### src/rtl/core/assert_macros.svh
// Assertion helpers for the RTL files; the encoder includes them.
`ifndef ASSERT_MACROS_SVH
`define ASSERT_MACROS_SVH

// The property must hold at every rising clock edge outside reset.
`define WZS_ASSERT(lbl, clk, rst_n, prop) \
	lbl: assert property (@(posedge clk) disable iff (!rst_n) (prop)) \
		else $error("assertion %m failed");

// The condition must never be true outside reset.
`define WZS_NEVER(lbl, clk, rst_n, cond) \
	lbl: assert property (@(posedge clk) disable iff (!rst_n) !(cond)) \
		else $error("assertion %m failed");

`endif

### src/rtl/core/wzs_pkg.sv
package wzs_pkg;

	localparam int SAMPLE_W     = 16;
	localparam int OFFSET_W     = 12;
	localparam int WCOUNT_W     = 13;
	localparam int RUN_W        = 14;
	localparam int CFG_W        = 16;

	localparam int MAX_SAMPLES_DEF = 4096;
	localparam int MAX_RES         = 3;
	localparam int RES_DEPTH_DEF   = 4;

	localparam logic [CFG_W-1:0]    LOW_RESET  = 16'h0041;
	localparam logic [CFG_W-1:0]    HIGH_RESET = 16'h03bf;
	localparam logic [SAMPLE_W-1:0] SKIP_FLAG  = 16'h8000;
	localparam logic [WCOUNT_W-1:0] WORDS_MAX  = 13'h1fff;

	typedef enum logic [1:0] {
		KIND_SAMPLE  = 2'd0,
		KIND_SKIP    = 2'd1,
		KIND_SUMMARY = 2'd2
	} kind_t;

	typedef enum logic {
		CFG_LOW  = 1'b0,
		CFG_HIGH = 1'b1
	} cfg_idx_t;

	typedef struct packed {
		kind_t                kind;
		logic [SAMPLE_W-1:0]  word;
		logic [OFFSET_W-1:0]  first_offset;
		logic                 found;
		logic [WCOUNT_W-1:0]  word_count;
		logic                 run_end;
	} res_t;

	function automatic logic [WCOUNT_W-1:0] words_inc(input logic [WCOUNT_W-1:0] w);
		return (w == WORDS_MAX) ? w : w + WCOUNT_W'(1);
	endfunction

endpackage

### src/rtl/core/wzs_if.sv
interface wzs_in_if;
	logic        valid;
	logic        ready;
	logic [15:0] sample;
	logic        first_sample;
	logic        last_sample;

	modport source (output valid, output sample, output first_sample, output last_sample,
		input ready);
	modport sink (input valid, input sample, input first_sample, input last_sample,
		output ready);
endinterface

interface wzs_out_if;
	logic        valid;
	logic        ready;
	logic [1:0]  kind;
	logic [15:0] word;
	logic [11:0] first_offset;
	logic        found;
	logic [12:0] word_count;
	logic        run_end;

	modport source (output valid, output kind, output word, output first_offset,
		output found, output word_count, output run_end, input ready);
	modport sink (input valid, input kind, input word, input first_offset,
		input found, input word_count, input run_end, output ready);
endinterface

### src/rtl/core/wzs_res_fifo.sv
module wzs_res_fifo import wzs_pkg::*; #(
	parameter int DEPTH    = RES_DEPTH_DEF,
	parameter int PUSH_MAX = MAX_RES
) (
	input  logic                            clk,
	input  logic                            arst_n,
	input  logic [$clog2(PUSH_MAX+1)-1:0]   push_n,
	input  res_t                            push_data [PUSH_MAX],
	output logic                            room,
	wzs_out_if.source                       out_ch
);

	// DEPTH is a power of two so that the pointers wrap on their own.
	localparam int PTR_W = $clog2(DEPTH);
	localparam int CNT_W = $clog2(DEPTH + 1);

	res_t             mem_q [DEPTH];
	logic [PTR_W-1:0] wr_q;
	logic [PTR_W-1:0] rd_q;
	logic [CNT_W-1:0] count_q;
	logic             pop;

	assign pop  = out_ch.valid && out_ch.ready;
	// A whole item's results must fit without counting this cycle's pop.
	assign room = count_q <= CNT_W'(DEPTH - PUSH_MAX);

	always_ff @(posedge clk) begin
		for (int i = 0; i < PUSH_MAX; i++) begin
			if (i < int'(push_n)) begin
				mem_q[PTR_W'(wr_q + PTR_W'(i))] <= push_data[i];
			end
		end
	end

	always_ff @(posedge clk or negedge arst_n) begin
		if (!arst_n) begin
			wr_q    <= '0;
			rd_q    <= '0;
			count_q <= '0;
		end else begin
			wr_q    <= PTR_W'(wr_q + PTR_W'(push_n));
			rd_q    <= PTR_W'(rd_q + PTR_W'(pop));
			count_q <= CNT_W'(count_q + CNT_W'(push_n) - CNT_W'(pop));
		end
	end

	assign out_ch.valid        = count_q != '0;
	assign out_ch.kind         = mem_q[rd_q].kind;
	assign out_ch.word         = mem_q[rd_q].word;
	assign out_ch.first_offset = mem_q[rd_q].first_offset;
	assign out_ch.found        = mem_q[rd_q].found;
	assign out_ch.word_count   = mem_q[rd_q].word_count;
	assign out_ch.run_end      = mem_q[rd_q].run_end;

endmodule

### src/rtl/core/window_zero_suppress_skip_encoder.sv
// Windowed zero-suppression encoder: samples outside [low_threshold, high_threshold] are
// passed on, in-window runs after the first kept sample become skip tokens (bit 15 set,
// run length minus one in the low 14 bits) placed just before the next kept sample, and
// the last sample of an event is followed by a summary result. An item is taken every
// clock as long as each item yields at most one result and out_ch.ready stays high; an
// item that yields two or three results holds the input until the result queue has room,
// since the output moves one result per clock, while out_ch.ready is high, out of a
// four-entry result queue. A result passes through the input register and then the result
// queue. Thresholds may be written only while the block is idle.
`include "assert_macros.svh"

module window_zero_suppress_skip_encoder import wzs_pkg::*; #(
	parameter int MAX_SAMPLES = MAX_SAMPLES_DEF
) (
	input  logic             clk,
	input  logic             arst_n,
	wzs_in_if.sink           in_ch,
	wzs_out_if.source        out_ch,
	input  logic             cfg_we,
	input  logic             cfg_index,
	input  logic [CFG_W-1:0] cfg_data
);

	localparam int IDX_W = $clog2(MAX_SAMPLES);
	localparam logic [IDX_W-1:0] IDX_LAST = IDX_W'(MAX_SAMPLES - 1);

	// Thresholds
	logic [CFG_W-1:0] low_q;
	logic [CFG_W-1:0] high_q;

	always_ff @(posedge clk or negedge arst_n) begin
		if (!arst_n) begin
			low_q  <= LOW_RESET;
			high_q <= HIGH_RESET;
		end else if (cfg_we) begin
			unique case (cfg_idx_t'(cfg_index))
				CFG_LOW:  low_q  <= cfg_data;
				CFG_HIGH: high_q <= cfg_data;
				default:  ;
			endcase
		end
	end

	// Input register
	logic                valid_s1;
	logic [SAMPLE_W-1:0] sample_s1;
	logic                first_s1;
	logic                last_s1;
	logic                room;
	logic                fire;

	assign fire        = valid_s1 && room;
	assign in_ch.ready = !valid_s1 || fire;

	always_ff @(posedge clk or negedge arst_n) begin
		if (!arst_n) begin
			valid_s1 <= 1'b0;
		end else if (in_ch.ready) begin
			valid_s1 <= in_ch.valid;
		end
	end

	always_ff @(posedge clk) begin
		if (in_ch.valid && in_ch.ready) begin
			sample_s1 <= in_ch.sample;
			first_s1  <= in_ch.first_sample;
			last_s1   <= in_ch.last_sample;
		end
	end

	// Event state
	logic [IDX_W-1:0]    idx_q;
	logic                seen_q;
	logic [IDX_W-1:0]    first_idx_q;
	logic                run_pend_q;
	logic [RUN_W-1:0]    run_cnt_q;
	logic [WCOUNT_W-1:0] words_q;

	// State as seen by this item, after an optional clear on the first sample
	logic [IDX_W-1:0]    idx_e;
	logic                seen_e;
	logic [IDX_W-1:0]    first_idx_e;
	logic                run_pend_e;
	logic [RUN_W-1:0]    run_cnt_e;
	logic [WCOUNT_W-1:0] words_e;

	logic                kept;
	logic                skip_emit;
	logic [IDX_W-1:0]    idx_n;
	logic                seen_n;
	logic [IDX_W-1:0]    first_idx_n;
	logic                run_pend_n;
	logic [RUN_W-1:0]    run_cnt_n;
	logic [WCOUNT_W-1:0] words_n;

	assign idx_e       = first_s1 ? '0 : idx_q;
	assign seen_e      = seen_q && !first_s1;
	assign first_idx_e = first_s1 ? '0 : first_idx_q;
	assign run_pend_e  = run_pend_q && !first_s1;
	assign run_cnt_e   = first_s1 ? '0 : run_cnt_q;
	assign words_e     = first_s1 ? '0 : words_q;

	// An inverted window keeps every sample through the same two compares.
	assign kept      = (sample_s1 < low_q) || (sample_s1 > high_q);
	assign skip_emit = kept && run_pend_e;

	always_comb begin
		idx_n       = (idx_e == IDX_LAST) ? idx_e : IDX_W'(idx_e + IDX_W'(1));
		seen_n      = seen_e || kept;
		first_idx_n = (kept && !seen_e) ? idx_e : first_idx_e;
		run_pend_n  = run_pend_e;
		run_cnt_n   = run_cnt_e;
		words_n     = words_e;
		if (skip_emit) begin
			words_n = words_inc(words_n);
		end
		if (kept) begin
			words_n    = words_inc(words_n);
			run_pend_n = 1'b0;
			run_cnt_n  = '0;
		end else if (seen_e) begin
			if (run_pend_e) begin
				run_cnt_n = run_cnt_e + RUN_W'(1);
			end else begin
				run_pend_n = 1'b1;
				run_cnt_n  = '0;
			end
		end
	end

	always_ff @(posedge clk or negedge arst_n) begin
		if (!arst_n) begin
			idx_q       <= '0;
			seen_q      <= 1'b0;
			first_idx_q <= '0;
			run_pend_q  <= 1'b0;
			run_cnt_q   <= '0;
			words_q     <= '0;
		end else if (fire) begin
			if (last_s1) begin
				// A summary always closes the event, first mark or not.
				idx_q       <= '0;
				seen_q      <= 1'b0;
				first_idx_q <= '0;
				run_pend_q  <= 1'b0;
				run_cnt_q   <= '0;
				words_q     <= '0;
			end else begin
				idx_q       <= idx_n;
				seen_q      <= seen_n;
				first_idx_q <= first_idx_n;
				run_pend_q  <= run_pend_n;
				run_cnt_q   <= run_cnt_n;
				words_q     <= words_n;
			end
		end
	end

	// Results of this item, packed in order: skip token, kept sample, summary.
	res_t       slot [MAX_RES];
	res_t       r_skip;
	res_t       r_kept;
	res_t       r_sum;
	logic [1:0] n_res;
	logic [1:0] push_n;

	always_comb begin
		r_skip      = '0;
		r_skip.kind = KIND_SKIP;
		r_skip.word = SKIP_FLAG | SAMPLE_W'(run_cnt_e);

		r_kept      = '0;
		r_kept.kind = KIND_SAMPLE;
		r_kept.word = sample_s1;

		r_sum              = '0;
		r_sum.kind         = KIND_SUMMARY;
		r_sum.first_offset = seen_n ? OFFSET_W'(first_idx_n) : '0;
		r_sum.found        = seen_n;
		r_sum.word_count   = words_n;

		for (int i = 0; i < MAX_RES; i++) begin
			slot[i] = '0;
		end
		n_res = '0;
		if (skip_emit) begin
			slot[n_res] = r_skip;
			n_res       = n_res + 2'd1;
		end
		if (kept) begin
			slot[n_res] = r_kept;
			n_res       = n_res + 2'd1;
		end
		if (last_s1) begin
			slot[n_res] = r_sum;
			n_res       = n_res + 2'd1;
		end
		if (n_res != '0) begin
			slot[n_res - 2'd1].run_end = 1'b1;
		end
	end

	assign push_n = fire ? n_res : '0;

	wzs_res_fifo #(
		.DEPTH    (RES_DEPTH_DEF),
		.PUSH_MAX (MAX_RES)
	) u_res_fifo (
		.clk       (clk),
		.arst_n    (arst_n),
		.push_n    (push_n),
		.push_data (slot),
		.room      (room),
		.out_ch    (out_ch)
	);

	`WZS_ASSERT(a_s1_hold, clk, arst_n, valid_s1 && !fire |=> valid_s1 && $stable(sample_s1))
	`WZS_ASSERT(a_sum_clears, clk, arst_n, fire && last_s1 |=> !seen_q && words_q == '0 && !run_pend_q)
	`WZS_ASSERT(a_skip_after_kept, clk, arst_n, fire && skip_emit |-> seen_e && kept)
	`WZS_NEVER(a_run_unseen, clk, arst_n, run_pend_q && !seen_q)

endmodule
### src/flat_wrapper.sv
// flat-port wrapper written by rule: the top's interface ports become plain ports
module window_zero_suppress_skip_encoder_flat import wzs_pkg::*;
#(
	parameter int MAX_SAMPLES = MAX_SAMPLES_DEF
)
  (clk, arst_n, cfg_we, cfg_index, cfg_data, in_ch_valid, in_ch_sample, in_ch_first_sample, in_ch_last_sample, in_ch_ready, out_ch_valid, out_ch_kind, out_ch_word, out_ch_first_offset, out_ch_found, out_ch_word_count, out_ch_run_end, out_ch_ready);
  wzs_in_if in_ch_i ();
  wzs_out_if out_ch_i ();
  input  logic clk;
  input  logic arst_n;
  input  logic cfg_we;
  input  logic cfg_index;
  input  logic [CFG_W-1:0] cfg_data;
  input wire logic [$bits(in_ch_i.valid)-1:0] in_ch_valid;
  input wire logic [$bits(in_ch_i.sample)-1:0] in_ch_sample;
  input wire logic [$bits(in_ch_i.first_sample)-1:0] in_ch_first_sample;
  input wire logic [$bits(in_ch_i.last_sample)-1:0] in_ch_last_sample;
  output wire logic [$bits(in_ch_i.ready)-1:0] in_ch_ready;
  output wire logic [$bits(out_ch_i.valid)-1:0] out_ch_valid;
  output wire logic [$bits(out_ch_i.kind)-1:0] out_ch_kind;
  output wire logic [$bits(out_ch_i.word)-1:0] out_ch_word;
  output wire logic [$bits(out_ch_i.first_offset)-1:0] out_ch_first_offset;
  output wire logic [$bits(out_ch_i.found)-1:0] out_ch_found;
  output wire logic [$bits(out_ch_i.word_count)-1:0] out_ch_word_count;
  output wire logic [$bits(out_ch_i.run_end)-1:0] out_ch_run_end;
  input wire logic [$bits(out_ch_i.ready)-1:0] out_ch_ready;
  assign in_ch_i.valid = in_ch_valid;
  assign in_ch_i.sample = in_ch_sample;
  assign in_ch_i.first_sample = in_ch_first_sample;
  assign in_ch_i.last_sample = in_ch_last_sample;
  assign in_ch_ready = in_ch_i.ready;
  assign out_ch_valid = out_ch_i.valid;
  assign out_ch_kind = out_ch_i.kind;
  assign out_ch_word = out_ch_i.word;
  assign out_ch_first_offset = out_ch_i.first_offset;
  assign out_ch_found = out_ch_i.found;
  assign out_ch_word_count = out_ch_i.word_count;
  assign out_ch_run_end = out_ch_i.run_end;
  assign out_ch_i.ready = out_ch_ready;
  window_zero_suppress_skip_encoder #(.MAX_SAMPLES(MAX_SAMPLES)) u_core (.clk(clk), .arst_n(arst_n), .in_ch(in_ch_i), .out_ch(out_ch_i), .cfg_we(cfg_we), .cfg_index(cfg_index), .cfg_data(cfg_data));
endmodule
### config.mk
export PLATFORM = sky130hd
export DESIGN_NAME = window_zero_suppress_skip_encoder_flat
export DESIGN_NICKNAME = d
export VERILOG_FILES = /design/src/rtl/core/wzs_pkg.sv /design/src/rtl/core/wzs_if.sv /design/src/rtl/core/wzs_res_fifo.sv /design/src/rtl/core/window_zero_suppress_skip_encoder.sv /design/src/flat_wrapper.sv
export VERILOG_INCLUDE_DIRS = /design/src /design/src/rtl/core
export SDC_FILE = /design/constraint.sdc
export NUM_CORES = 1
export LEC_CHECK = 0
export BUFFER_PORTS_ARGS = -buffer_cell sky130_fd_sc_hd__buf_4
export CORE_MARGIN = 2
export CORE_UTILIZATION = 55
export CTS_CLUSTER_DIAMETER = 200
export DETAILED_ROUTE_END_ITERATION = 10
export PLACE_DENSITY = 0.79
export SLEW_MARGIN = 20
export SYNTH_ARGS = -nofsm -noshare
export SYNTH_HDL_FRONTEND = slang
export SYNTH_SLANG_ARGS = --single-unit
### constraint.sdc
create_clock -name clk -period 10 [get_ports clk]
set_input_delay 0.5 -clock clk [delete_from_list [all_inputs] [get_ports clk]]
set_output_delay 0.5 -clock clk [all_outputs]
set_load 0.1 [all_outputs]
* Word level (Yosys, flattened, before mapping)
Memory sizes are Yosys's and may differ from the RTL's.
Index checks and enable logic that the tools add are counted.
** Operators by class
- Bitwise operators :: 4
- $lt $le $gt $ge :: 12
- Equality and inequality tests :: 3
- Multiplexer cells :: 45
- Add/subtract/negate cells :: 13
- Reduce and logical (&&, ||, !) cells :: 20
** Operators by type and width (number)
- 135-bit bitwise mux :: 3
- 135-bit two-way mux :: 3
- 45-bit demux with 2-bit select :: 3
- 45-bit two-way mux :: 2
- 12-bit two-way mux :: 7
- 13-bit two-way mux :: 6
- 14-bit two-way mux :: 5
- 44-bit two-way mux :: 1
- 13-bit by 1-bit adder with 13-bit output (second input constant) :: 2
- 13-bit equality test (second input constant) :: 2
- 16-bit > comparator :: 1
- 16-bit less-than comparator :: 1
- 14-bit by 1-bit adder with 14-bit output (second input constant) :: 1
- 12-bit by 1-bit adder with 12-bit output (second input constant) :: 1
- 12-bit equality test (second input constant) :: 1
- 1-bit two-way mux :: 12
- 1-bit logical AND :: 10
- 3-bit >= comparator (second input constant) :: 3
- 3-bit by 1-bit less-than comparator with 1-bit output (second input constant) :: 3
- 2-bit two-way mux :: 3
- 2-bit NOT with 3-bit output :: 2
- 2-bit by 1-bit adder with 2-bit output (second input constant) :: 2
- 1-bit by 2-bit less-than comparator with 1-bit output (first input constant) :: 2
- 2-bit AND reduction :: 2
- 15 further kinds :: 19
** Storage, ports and cells
- Register bits after elaboration :: 111
- Output and inout port bits :: 47
- Logic and storage cells :: 113
- Memory bits (writable) :: 180
- Memories kept :: 1
- Input port bits :: 40
** Memories
- u_core.u_res_fifo.mem_q :: words 4, bits a word 45, read ports 1, clocked after Yosys merged registers in 0, write ports 3, line wzs_res_fifo.sv:17 : res_t mem_q [DEPTH];

* Longest topological paths before layout
- Depth after elaboration :: 16
- Mapped depth :: 20
- Mapped depth without buffers :: 17

* By module
A second synthesis with hierarchy kept.
** Unflattened totals
- Cell total of the unflattened synthesis :: 1913
- Area, all modules :: 17677.0 um^2
** Modules (own cells, without submodules)
- wzs_res_fifo :: instances 1, sequential area each 5580.4 um^2, area an instance 10700.3 um^2, cells each 1085
- window_zero_suppress_skip_encoder :: instances 1, sequential area each 2706.3 um^2, area an instance 6976.7 um^2, cells each 828

* Worst setup path after synthesis
No wires, ideal clock.
- Path kind :: register to register
- Start point :: register u_core.high_q[7]
- End point :: memory u_core.u_res_fifo.mem_q[2][0] (netlist bit), enable pin
- Stages on the path, launching flop included :: 13
- Data required time :: 9.497 ns
- Buffers on the path :: 1
- Clock period less this slack :: 6.302 ns
- Data arrival time :: 5.799 ns
- Library setup time :: 0.503 ns
- Slack :: 3.698 ns
- Cells stage by stage :: dfstp_2 > inv_1 > ha_1 > a21oi_1 > nand3_1 > a221oi_2 > a31oi_4 > nor2_2 > nor2_1 > ha_1 > clkbuf_1 > nor2_1 > nor3_1
** RTL lines
- from (decl) :: line window_zero_suppress_skip_encoder.sv:29 : logic [CFG_W-1:0] high_q;
- from (signal assigned) :: line window_zero_suppress_skip_encoder.sv:38 : CFG_HIGH: high_q <= cfg_data;
- to (decl) :: line wzs_res_fifo.sv:17

==> metrics.txt <==
YS warnings 0; RSZ-0062 raised after global routing no; initial antenna violation count 0; Layout area overhead 12.64%; vias per inst 6.283; Layout Nets 1526; Comb pwr share 0.477; Synth area leaders edfxtp_1, dfrtp_1, mux4_2, nor2_1, nand2_1; die area 29310 sq um; Initial Util 0.5566; post-layout util 0.6269; Max-Cap Viols 0; Slew HR 0.2535; internal cell power 2.950 mW; fmax 0.1941 GHz; sequential share of the synthesized area 0.5389; DR pass1 iterations 6; Hold/Removal Path Class input port to flip-flop; Hold WS 0.1179 ns; WP data required 10.26 ns; total power draw 5.529 mW; measured slew at the worst slew-check pin 1.116 ns; Cell variety after synth 82; Reg2Reg Depth 17; n_diodes 0; Worst Path Arrival 5.41 ns; fill count 2157; Congestion Overflow GR 0; Leak 6.489 nW; commonest non-fill, non-tap cell in the layout edfxtp_1; Clock Latency Late Sink 0.56 ns; GR Util All Layers 0.2725; status complete, no violations; GPL Wtd Cong 0.9780; main flop type after synthesis edfxtp_1; final period utilization 0.5152; first-pass GRT wire length 61980 um; Post-Place Setup Slack 4.914 ns; max incr delay on CP 0.82 ns; Worst Path Buf+Inv 4; Net Count, Synth 1474; Crit Reg-Reg Startpoint u_core.high_q[9]; R2R setup slack 4.85 ns; drt total wl 39310 um; crit start category flip-flop; Residual DRC 0; Slew Viols, Final 0; Post-synth ARST share 0.3196; WL/cell 21.30 um; sw frac 0.4665; cell row count 61; Seq cells post-synth 291; Hold Crit Depth 1; Clock Tree Root clkbuf_16; most frequent cells in the layout edfxtp_1, nor2_1, nand2_1; largest net degree at the start of global routing 73; Die H 171.2 um; total core area 27630 sq um; Setup Skew 0.01565 ns; Hold Fails Final Rpt 0; I/O Pins 87; Final setup viols 0; Crit. End Element flip-flop; register clock-pin slew on the reported worst setup and hold paths 0.06 ns; htree depth 1; crit path max-delay cell type nor2_1; power per cell area 319.2 nW/um^2; dpl hpwl 26260 um; post-synthesis instance total 1392; Syn Area/Cell 11.05 sq um; Synth top area share 0.3867; Reg2Reg Capture Point u_core.u_res_fifo.mem_q[2][14]; DRT iter0 DRCs 1457; EDFF count, synth 198; crit path kind flip-flop to flip-flop; number of global-route vias before repair 11310; Post-DRT Antenna Nets 0; VDD IR max 261.2 uV; post-synth top area cell edfxtp_1; Worst Hold End u_core.sample_s1[2]; Final WS setup 4.848 ns; HP Start in_ch_sample[2]; layout cells sized above 1 0.1853; P_sw 2.579 mW; Clock Path Buffers 3; Vias 11600; min cycle time layout 5.152 ns; Die Wd 171.2 um; Seq pwr share 0.331; PortBufs 86; Max FO, Critical Path 15; CTS buffer count 30; most used cell, CP nor2_1; Largest delay share family, worst path simple AND/OR/NAND/NOR gates; power share of the clock group 0.192; worst path cell trace inv_1 -> ha_1 -> nand4_1 -> nor4_1 -> a31oi_4 -> nor2_2 -> nor2_1 -> ha_1 -> nand2_1 -> inv_1 -> nand2_1 -> nor2_1 -> nor2_1 -> nor2_1 -> buf_4 -> nor2_1 -> inv_1; TritonCTS Sinks 291; Fin Setup TNS 0 ns; Synth Cell Area 15380 sq um; TritonCTS clock tree built
-- final cells by class --
| type | instances | area, sq um | area share |
|---|---|---|---|
| sequential | 291 | 8292 | 0.4787 |
| multi-input combinational | 959 | 6610 | 0.3816 |
| clock buffer | 49 | 873.3 | 0.05042 |
| timing repair buffer | 108 | 813.3 | 0.04695 |
| tap | 378 | 473.0 | 0.02730 |
| inverter | 54 | 202.7 | 0.01170 |
| clock inverter | 7 | 57.56 | 0.003323 |
-- sequential cells by signal, summed over array words and instances, names as in the netlist, 2 cells and up --
signal and cells:
u_core.first_idx_q 12, u_core.u_res_fifo.mem_q 180, u_core.words_q 13, u_core.u_res_fifo.rd_q 2, u_core.u_res_fifo.count_q 3, u_core.high_q 16, u_core.low_q 16, u_core.run_cnt_q 14
u_core.u_res_fifo.wr_q 2, u_core.idx_q 12, u_core.sample_s1 16
-- worst max-delay path by stage --
stage | from | end | slack (ns) | cells past startpoint
finish | u_core.high_q[9] | u_core.u_res_fifo.mem_q[2][14] | 4.85 | 17
global route | u_core.high_q[9] | u_core.u_res_fifo.mem_q[1][12] | 4.61 | 16
CTS | u_core.high_q[9] | u_core.u_res_fifo.mem_q[3][35] | 4.92 | 12
detailed placement | u_core.high_q[9] | u_core.u_res_fifo.mem_q[3][35] | 4.91 | 12
global placement | u_core.high_q[9] | u_core.u_res_fifo.mem_q[3][40] | 5.10 | 12
floorplan | u_core.high_q[7] | u_core.u_res_fifo.mem_q[2][0] | 3.70 | 12
-- cell usage after synthesis, types with 5 or more instances --
library cell	n
and2_1	12
nor2b_1	15
a211o_1	6
o21ai_0	109
clkbuf_1	77
or3_1	7
nand3_1	30
ha_1	41
buf_2	5
o31ai_1	12
a31oi_1	15
nor2_1	165
a22oi_1	36
a22o_1	22
a2bb2oi_1	11
o211ai_1	6
dfstp_2	11
inv_1	54
a21oi_1	53
o22ai_1	16
xor2_1	7
nand4_1	10
mux4_2	45
nand2_1	162
nand2b_1	7
edfxtp_1	198
mux2_2	30
dfrtp_1	82
o21ai_1	5
nor3_1	29
and3_1	14
xnor2_1	16
-- cell families after synthesis --
kind of cell    count (synthesis)  synth area share
simple gates                  477            0.1397
compound gates                337            0.1473
flops                         291            0.5389
buf+inv                       142           0.03523
mux                            79           0.09048
fa+ha+maj                      43           0.03531
xor+xnor                       23           0.01310
-- routing by layer --
metal / wire, um / vias up / global-route usage
met4: 1233 / 0 / 0.09506
met2: 18440 / 602 / 0.4322
met1: 16070 / 5653 / 0.3807
li1: - / 5247 / -
met3: 3572 / 97 / 0.04970
met5: 0 / - / 0
-- power groups by stage --
| stage | clock [mW] | combinational (mW) | sequential, mW |
|---|---|---|---|
| 6_report | 1.06 | 2.64 | 1.83 |
| 5_1_grt | 1.13 | 2.76 | 1.87 |
| 4_1_cts | 1.07 | 2.63 | 1.83 |
| 3_5_place_dp | 0 | 2.62 | 1.85 |
| 3_3_place_gp | 0 | 2.59 | 1.84 |
| 2_1_floorplan | 0 | 2.10 | 1.73 |
-- repair_timing --
item | in CTS | in global routing
hold buffers | 1 | 0
resized for setup | 0 | 0
endpoints found under the hold margin | 14 | 0
setup buffers | 0 | 0
-- through the flow --
step / instances / instance area [sq um]
2_1_floorplan: 1392 / 15380
3_3_place_gp: 1789 / 16360
3_5_place_dp: 1789 / 16360
4_1_cts: 1846 / 17300
5_1_grt: 1846 / 17320
6_report: 1846 / 17320
(Power assumes the default switching activity.)
